[config.mk]
export PLATFORM = sky130hd
export DESIGN_NAME = ppu_rv_front_flat
export DESIGN_NICKNAME = d
export VERILOG_FILES = /design/src/hw/rtl/ppu_rv_pkg.sv /design/src/hw/rtl/ppu_rv_if.sv /design/src/hw/rtl/ppu_rv_front.sv /design/src/flat_wrapper.sv
export SDC_FILE = /design/constraint.sdc
export NUM_CORES = 1
export LEC_CHECK = 0
export ABC_AREA = 1
export BUFFER_PORTS_ARGS = -buffer_cell sky130_fd_sc_hd__buf_4
export CAP_MARGIN = 25
export CORE_MARGIN = 3
export CORE_UTILIZATION = 35
export CTS_CLUSTER_DIAMETER = 100
export CTS_CLUSTER_SIZE = 12
export DETAILED_ROUTE_END_ITERATION = 12
export PLACE_DENSITY_LB_ADDON = 0.08
export SYNTH_ARGS = -nofsm -noshare
export SYNTH_HDL_FRONTEND = slang
export SYNTH_SLANG_ARGS = --single-unit
[constraint.sdc]
create_clock -name clk -period 2.3 [get_ports clk]
set_input_delay 0.23 -clock clk [delete_from_list [all_inputs] [get_ports clk]]
set_output_delay 0.23 -clock clk [all_outputs]
set_load 0.01 [all_outputs]
[src/hw/rtl/ppu_rv_pkg.sv]
// ppu_rv_pkg: shared types and constants for the ppu register / vram port
// used by the front and back modules and the top level
// no dependencies
package ppu_rv_pkg;

  localparam int unsigned QUEUE_DEPTH = 2;

  // operation codes of an input word
  localparam logic [1:0] OP_READ  = 2'd0;
  localparam logic [1:0] OP_WRITE = 2'd1;
  localparam logic [1:0] OP_TICK  = 2'd2;

  // register indexes
  localparam logic [2:0] REG_CTRL   = 3'd0;
  localparam logic [2:0] REG_MASK   = 3'd1;
  localparam logic [2:0] REG_STATUS = 3'd2;
  localparam logic [2:0] REG_OAM    = 3'd3;
  localparam logic [2:0] REG_UNUSED = 3'd4;
  localparam logic [2:0] REG_SCROLL = 3'd5;
  localparam logic [2:0] REG_ADDR   = 3'd6;
  localparam logic [2:0] REG_DATA   = 3'd7;

  localparam int unsigned PATTERN_TABLE_BYTES = 4096;
  localparam int unsigned NAME_TABLE_BYTES    = 1024;
  localparam int unsigned PALETTE_BYTES       = 32;
  localparam int unsigned PAT_DEPTH           = 2 * PATTERN_TABLE_BYTES;
  localparam int unsigned NT_BANKS            = 4;

  localparam logic [14:0] VRAM_MASK     = 15'h7FFF;
  localparam logic [15:0] VRAM_LIMIT    = 16'h3FFF;
  localparam logic [5:0]  PAL_PAGE      = 6'h3F;
  localparam logic [4:0]  NT_TOP_PAGE   = 5'h1F;
  localparam logic [4:0]  PAL_MIRROR    = 5'h10;
  localparam logic [14:0] ROW_STEP      = 15'h0020;

  localparam logic [8:0] DOTS_LAST     = 9'd340;
  localparam logic [8:0] LINE_LAST     = 9'd261;
  localparam logic [8:0] LINE_PRE      = 9'h1FF;
  localparam logic [8:0] LINE_VBLANK   = 9'd241;
  localparam logic [8:0] DOT_FLAG      = 9'd1;

  localparam int unsigned CTRL_INC_BIT = 2;
  localparam int unsigned CTRL_NMI_BIT = 7;

  typedef struct packed {
    logic       rd;
    logic       wr;
    logic       tick;
    logic [2:0] reg_index;
    logic [7:0] wdata;
  } item_t;

  typedef struct packed {
    logic [7:0] rdata;
    logic       error;
    logic       nmi;
  } result_t;

endpackage

[src/hw/rtl/ppu_rv_if.sv]
// ppu_rv_in_if / ppu_rv_out_if: valid/ready channels of the port
// input words and result words; no dependencies
interface ppu_rv_in_if;
  logic       valid;
  logic       ready;
  logic [1:0] op;
  logic [2:0] reg_index;
  logic [7:0] wdata;
  modport source (output valid, op, reg_index, wdata, input ready);
  modport sink (input valid, op, reg_index, wdata, output ready);
endinterface


[src/hw/rtl/ppu_rv_front.sv]
// ppu_rv_front: accepts input words, decodes the op and queues them
// depends on ppu_rv_pkg and ppu_rv_in_if
module ppu_rv_front #(
  parameter int unsigned QDEPTH = ppu_rv_pkg::QUEUE_DEPTH
) (
  input  logic                clk,
  input  logic                rst_n,
  ppu_rv_in_if.sink           in_ch,
  output logic                q_valid,
  input  logic                q_ready,
  output ppu_rv_pkg::item_t   q_item
);

  localparam int unsigned PW = (QDEPTH > 1) ? $clog2(QDEPTH) : 1;
  localparam int unsigned CW = $clog2(QDEPTH + 1);

  ppu_rv_pkg::item_t slot_r [QDEPTH];
  logic [PW-1:0] wr_ptr_r, rd_ptr_r;
  logic [CW-1:0] cnt_r;
  logic push, pop;
  ppu_rv_pkg::item_t dec;

  always_comb begin
    dec.rd        = (in_ch.op == ppu_rv_pkg::OP_READ);
    dec.wr        = (in_ch.op == ppu_rv_pkg::OP_WRITE);
    dec.tick      = (in_ch.op == ppu_rv_pkg::OP_TICK);
    dec.reg_index = in_ch.reg_index;
    dec.wdata     = in_ch.wdata;
  end

  assign in_ch.ready = (cnt_r != CW'(QDEPTH));
  assign push        = in_ch.valid && in_ch.ready;
  assign q_valid     = (cnt_r != '0);
  assign pop         = q_valid && q_ready;
  assign q_item      = slot_r[rd_ptr_r];

  always_ff @(posedge clk) begin
    if (push) begin
      slot_r[wr_ptr_r] <= dec;
    end
  end

  always_ff @(posedge clk) begin
    if (!rst_n) begin
      wr_ptr_r <= '0;
      rd_ptr_r <= '0;
      cnt_r    <= '0;
    end else begin
      if (push) begin
        wr_ptr_r <= (wr_ptr_r == PW'(QDEPTH - 1)) ? '0 : wr_ptr_r + 1'b1;
      end
      if (pop) begin
        rd_ptr_r <= (rd_ptr_r == PW'(QDEPTH - 1)) ? '0 : rd_ptr_r + 1'b1;
      end
      if (push && !pop) begin
        cnt_r <= cnt_r + 1'b1;
      end else if (pop && !push) begin
        cnt_r <= cnt_r - 1'b1;
      end
    end
  end

endmodule

[src/flat_wrapper.sv]
// flat-port wrapper written by rule: the top's interface ports become plain ports
module ppu_rv_front_flat 
#(
  parameter int unsigned QDEPTH = ppu_rv_pkg::QUEUE_DEPTH
)
  (clk, rst_n, q_valid, q_ready, q_item, in_ch_valid, in_ch_op, in_ch_reg_index, in_ch_wdata, in_ch_ready);
  ppu_rv_in_if in_ch_i ();
  input  logic clk;
  input  logic rst_n;
  output logic q_valid;
  input  logic q_ready;
  output ppu_rv_pkg::item_t q_item;
  input wire logic [$bits(in_ch_i.valid)-1:0] in_ch_valid;
  input wire logic [$bits(in_ch_i.op)-1:0] in_ch_op;
  input wire logic [$bits(in_ch_i.reg_index)-1:0] in_ch_reg_index;
  input wire logic [$bits(in_ch_i.wdata)-1:0] in_ch_wdata;
  output wire logic [$bits(in_ch_i.ready)-1:0] in_ch_ready;
  assign in_ch_i.valid = in_ch_valid;
  assign in_ch_i.op = in_ch_op;
  assign in_ch_i.reg_index = in_ch_reg_index;
  assign in_ch_i.wdata = in_ch_wdata;
  assign in_ch_ready = in_ch_i.ready;
  ppu_rv_front #(.QDEPTH(QDEPTH)) u_core (.clk(clk), .rst_n(rst_n), .in_ch(in_ch_i), .q_valid(q_valid), .q_ready(q_ready), .q_item(q_item));
endmodule
# After elaboration in Yosys (flattened, before gate mapping)
# Memory sizes are Yosys's and may differ from the RTL's. A register that Yosys moved wholly into a read port is not among the register bits.
# Cells that the tools add are included.
[totals] ff_bits=4 latch_bits=0 ram_bits=28 romBits=0 input_bits=17 out_inout_bits=16 mem_count=1
[mem_list] name="u_core.slot_r" words=2 width=14 read_ports=1 rd_clocked_by_memory_dff=1 wr=1 line_no="ppu_rv_front.sv:17" rtl="ppu_rv_pkg::item_t slot_r [QDEPTH];"
[op_classes] add_sub_neg=4 mul=0 div_mod_pow=0 order_cmp=0 n_eq_ne=3 shifts=0 n_mux=8 n_bitwise=0 reduce_logical=9
[op_table] op="$mux W1" count=6
[op_table] op="$logic_and A1 B1 Y1" count=4
[op_table] op="$mux W2" count=2
[op_table] op="$reduce_bool A2 Y1" count=2
[op_table] op="$add A1 B1 Y1 const B" count=2
[op_table] op="$add A2 B1 Y2 const B" count=1
[op_table] op="$eq A2 B1 Y1 const B" count=1
[op_table] op="$eq A2 B2 Y1 const B" count=1
[op_table] op="$logic_not A1 Y1" count=2
[op_table] op="$logic_not A2 Y1" count=1
[op_table] op="$ne A2 B2 Y1 const B" count=1
[op_table] op="$sub A2 B1 Y2 const B" count=1

# Depth between registers and ports, before layout
[logic_depth] depth_word=6 ltp_mapped=11 ltp_nobuf=11

# Worst setup path after synthesis
# OpenSTA, ideal clock, no wires.
[synth_path] path_kind="reg2reg" start="reg u_core.cnt_r[0]" end="mem u_core.slot_r[1][0] (netlist bit), enable pin" arrival_ns=1.196 required_ns=1.916 setup_slack_ns=0.720 stages_incl_launch_ff=5 path_buffers=0 synth_period_minus_slack_ns=1.580 path_cell_list="dfxtp_1 -> inv_2 -> nand2_2 -> nand2_1 -> nor2_1"
[synth_between] elab_chain_len=4
[synth_rtl] element="start: declaration" line_no="ppu_rv_front.sv:19" rtl="logic [CW-1:0] cnt_r;"
[synth_rtl] element="start signal: assignment" line_no="ppu_rv_front.sv:56" rtl="cnt_r <= cnt_r + 1'b1;"
[synth_rtl] element="start signal: assignment" line_no="ppu_rv_front.sv:58" rtl="cnt_r <= cnt_r - 1'b1;"
[synth_rtl] element="$ne A2 B2 Y1" line_no="ppu_rv_front.sv:31" rtl="assign in_ch.ready = (cnt_r != CW'(QDEPTH));"
[synth_rtl] element="via in_ch_ready" line_no="flat_wrapper.sv:17" rtl="output wire logic [$bits(in_ch_i.ready)-1:0] in_ch_ready;"
[synth_rtl] element="$logic_and A1 B1 Y1" line_no="ppu_rv_front.sv:32" rtl="assign push = in_ch.valid && in_ch.ready;"
[synth_rtl] element="$mux W1" line_no="ppu_rv_front.sv:38" rtl="if (push) begin"
[synth_rtl] element="$mux W1 (implied by the code)" line_no="ppu_rv_front.sv:39" rtl="slot_r[wr_ptr_r] <= dec;"
[synth_rtl] element="end: declaration" line_no="ppu_rv_front.sv:17"
# The timed path passes the listed nets, and every way through them passes these cells.

==> results_dict.tcl <==
set metrics [dict create \
    reg2reg_setup_slack_ns 0.88 \
    maxCapViolCount 0 \
    synth-seq-area-share 0.7402 \
    intPower_mw 1.134 \
    antenna_cells 0 \
    vias 763 \
    finalNetCount 144 \
    numCtsBuffers 5 \
    end_kind "primary output" \
    finalWirelength_um 2029 \
    max_freq_ghz 0.5432 \
    crit_chain "mux2_2, buf_4" \
    clock_path_buffers 2 \
    placedCellCount 165 \
    required_ns 2.07 \
    relSlewSlack 0.5803 \
    criticalPathCategory "register to primary output" \
    final-setup-viol-count 0 \
    wl_per_cell_um 11.73 \
    firstDrtPassIters 4 \
    cts_hold_buf 0 \
    place.gp.congestion 0.6358 \
    grt_pass1_wl_um 3339 \
    min_period_ns 1.841 \
    hp-class "primary input to register" \
    tightest_slew_ns 0.6286 \
    seq_power_share 0.510 \
    drive_gt1_frac 0.4567 \
    switching_share 0.2960 \
    drtIter0Drc 21 \
    synthesis.nets 103 \
    yosys_warnings 0 \
    start_util 0.3722 \
    tns_ns 0 \
    ys_seq_elements 33 \
    status "complete, no violations" \
    grt_max_degree 15 \
    track_usage 0.1063 \
    dp_hpwl_um 1425 \
    period_share 0.8004 \
    num_io_pins 33 \
    root_buffer "clkbuf_4" \
    comb_power_share 0.306 \
    via_per_inst 4.410 \
    die_h_um 66.27 \
    antenna_found_initial 0 \
    area_growth_pct 28.35 \
    syn_avg_cell_area_sq_um 14.96 \
    final_common_cell "buf_4" \
    p_leak_nw 0.6613 \
    worst_ir_drop_vdd_mv 0.4377 \
    arrival_ns 1.61 \
    cpPeakStageDelay_ns 0.73 \
    die_w_um 66.27 \
    p_switching_uw 476.6 \
    syn_area_sq_um 1271 \
    power.density_nw_per_um2 986.9 \
    drc 0 \
    rr_worst_depth 10 \
    final_cells 173 \
    grt.overflow.total 0 \
    layout_common_cells "buf_4, edfxtp_1, mux2_2" \
    synth_cell_types 15 \
    antenna_left 0 \
    rows 21 \
    grt_pass1_vias 733 \
    worstPathMaxFanout 14 \
    p_clk_frac 0.184 \
    slowest_stage "dfxtp_1" \
    cts_tree "yes" \
    hold_viol 0 \
    synthCells 85 \
    numClockSinks 33 \
    numPortBuffers 32 \
    clk_pin_slew_ns 0.10 \
    cts_max_level 2 \
    dieArea_sq_um 4391 \
    fillers 332 \
    core_sq_um 3416 \
    min_path_cells 1 \
    rsz0062_at_grt "no" \
    clk-insertion-delay-late_ns 0.32 \
    clock_skew_ns 0.007563 \
    start_kind "register" \
    postCtsSetupBuffers 0 \
    final_max_slew_viol_count 0 \
    cts_resized 0 \
]
[path summary, 6_finish.rpt]
kind | endpoint | from
worst max-delay path | q_item[8] | register
worst min-delay path | u_core.slot_r[0][9]$_DFFE_PP_ | in_ch_reg_index[1]
worst max register to register | u_core.cnt_r[1]$_SDFFE_PN0P_ | u_core.cnt_r[0]$_SDFFE_PN0P_
worst min register to register | register | u_core.rd_ptr_r$_SDFFE_PN0P_
[power groups by stage]
stage / Clock, mW / Sequential [mW] / Combinational [mW]
detailed placement: 0 / 0.838 / 0.496
finish: 0.297 / 0.821 / 0.492
global placement: 0 / 0.833 / 0.488
global route: 0.337 / 0.838 / 0.551
floorplan: 0 / 0.808 / 0.306
CTS: 0.311 / 0.824 / 0.499
[routing by layer]
metal	up-vias	global-route usage	share of wire
li1	378	-	-
met1	356	0.1258	0.45
met2	27	0.1636	0.47
met3	2	0.05102	0.075
met4	0	0.04569	0.0069
met5	-	0	0
[registers in the layout (all words and copies together) (netlist names), named ones only]
register,count
u_core.rd_ptr_r,1
u_core.wr_ptr_r,1
u_core.cnt_r,2
u_core.slot_r,28
[cell type report]
class                      count  area, sq um  share of cell area
sequential                    33        940.9              0.5767
multi-input combinational     41        281.5              0.1725
timing repair buffer          35        262.8              0.1610
tap                           46        57.56             0.03528
clock buffer                   6        41.29             0.02531
inverter                      10        37.54             0.02301
clock inverter                 2        10.01            0.006135
[critical path: cells and delay by family (launching register included)]
family | cells | cell delay [ns]
flops | 1 | 0.73
mux | 1 | 0.41
buf+inv | 1 | 0.14
[synth_stat cells, drive strengths merged]
library cell  instances  area [sq um]
inv                  10         37.53
ha                    1         12.51
nand2                 9         36.29
nand3                 1         5.000
a21oi                 1         5.000
nor2                 11         41.29
o21a                  1         7.510
mux2                 14         157.7
edfxtp               28         840.8
buf                   1         11.26
dfxtp                 5         100.1
o21ai                 2         10.01
nand4                 1         6.260
[kinds of logic after synthesis]
kind of cell | count (synthesis) | synth area share
buffers and inverters | 11 | 0.03838
AO/OA/AOI/OAI | 4 | 0.01772
flip-flops | 33 | 0.7402
adder cells (fa/ha/maj) | 1 | 0.009841
multiplexers | 14 | 0.1240
AND/OR/NAND/NOR | 22 | 0.06989
[per-stage QoR]
step / area [sq um] / total power [mW] / util / setup WS, ns / hold slack [ns]
after floorplan: 1271 / 1.114 / - / 0.7198 / 0.3289
after global placement: 1580 / 1.321 / 0.4626 / 0.7546 / 0.4157
after detailed placement: 1580 / 1.334 / 0.4626 / 0.7709 / 0.4179
after CTS: 1632 / 1.634 / 0.4777 / 0.4003 / 0.06921
after global routing: 1632 / 1.726 / 0.4777 / 0.3186 / 0.05728
final: 1632 / 1.610 / 0.4777 / 0.4592 / 0.08704
Note: power is estimated with default switching activity, not from simulation.
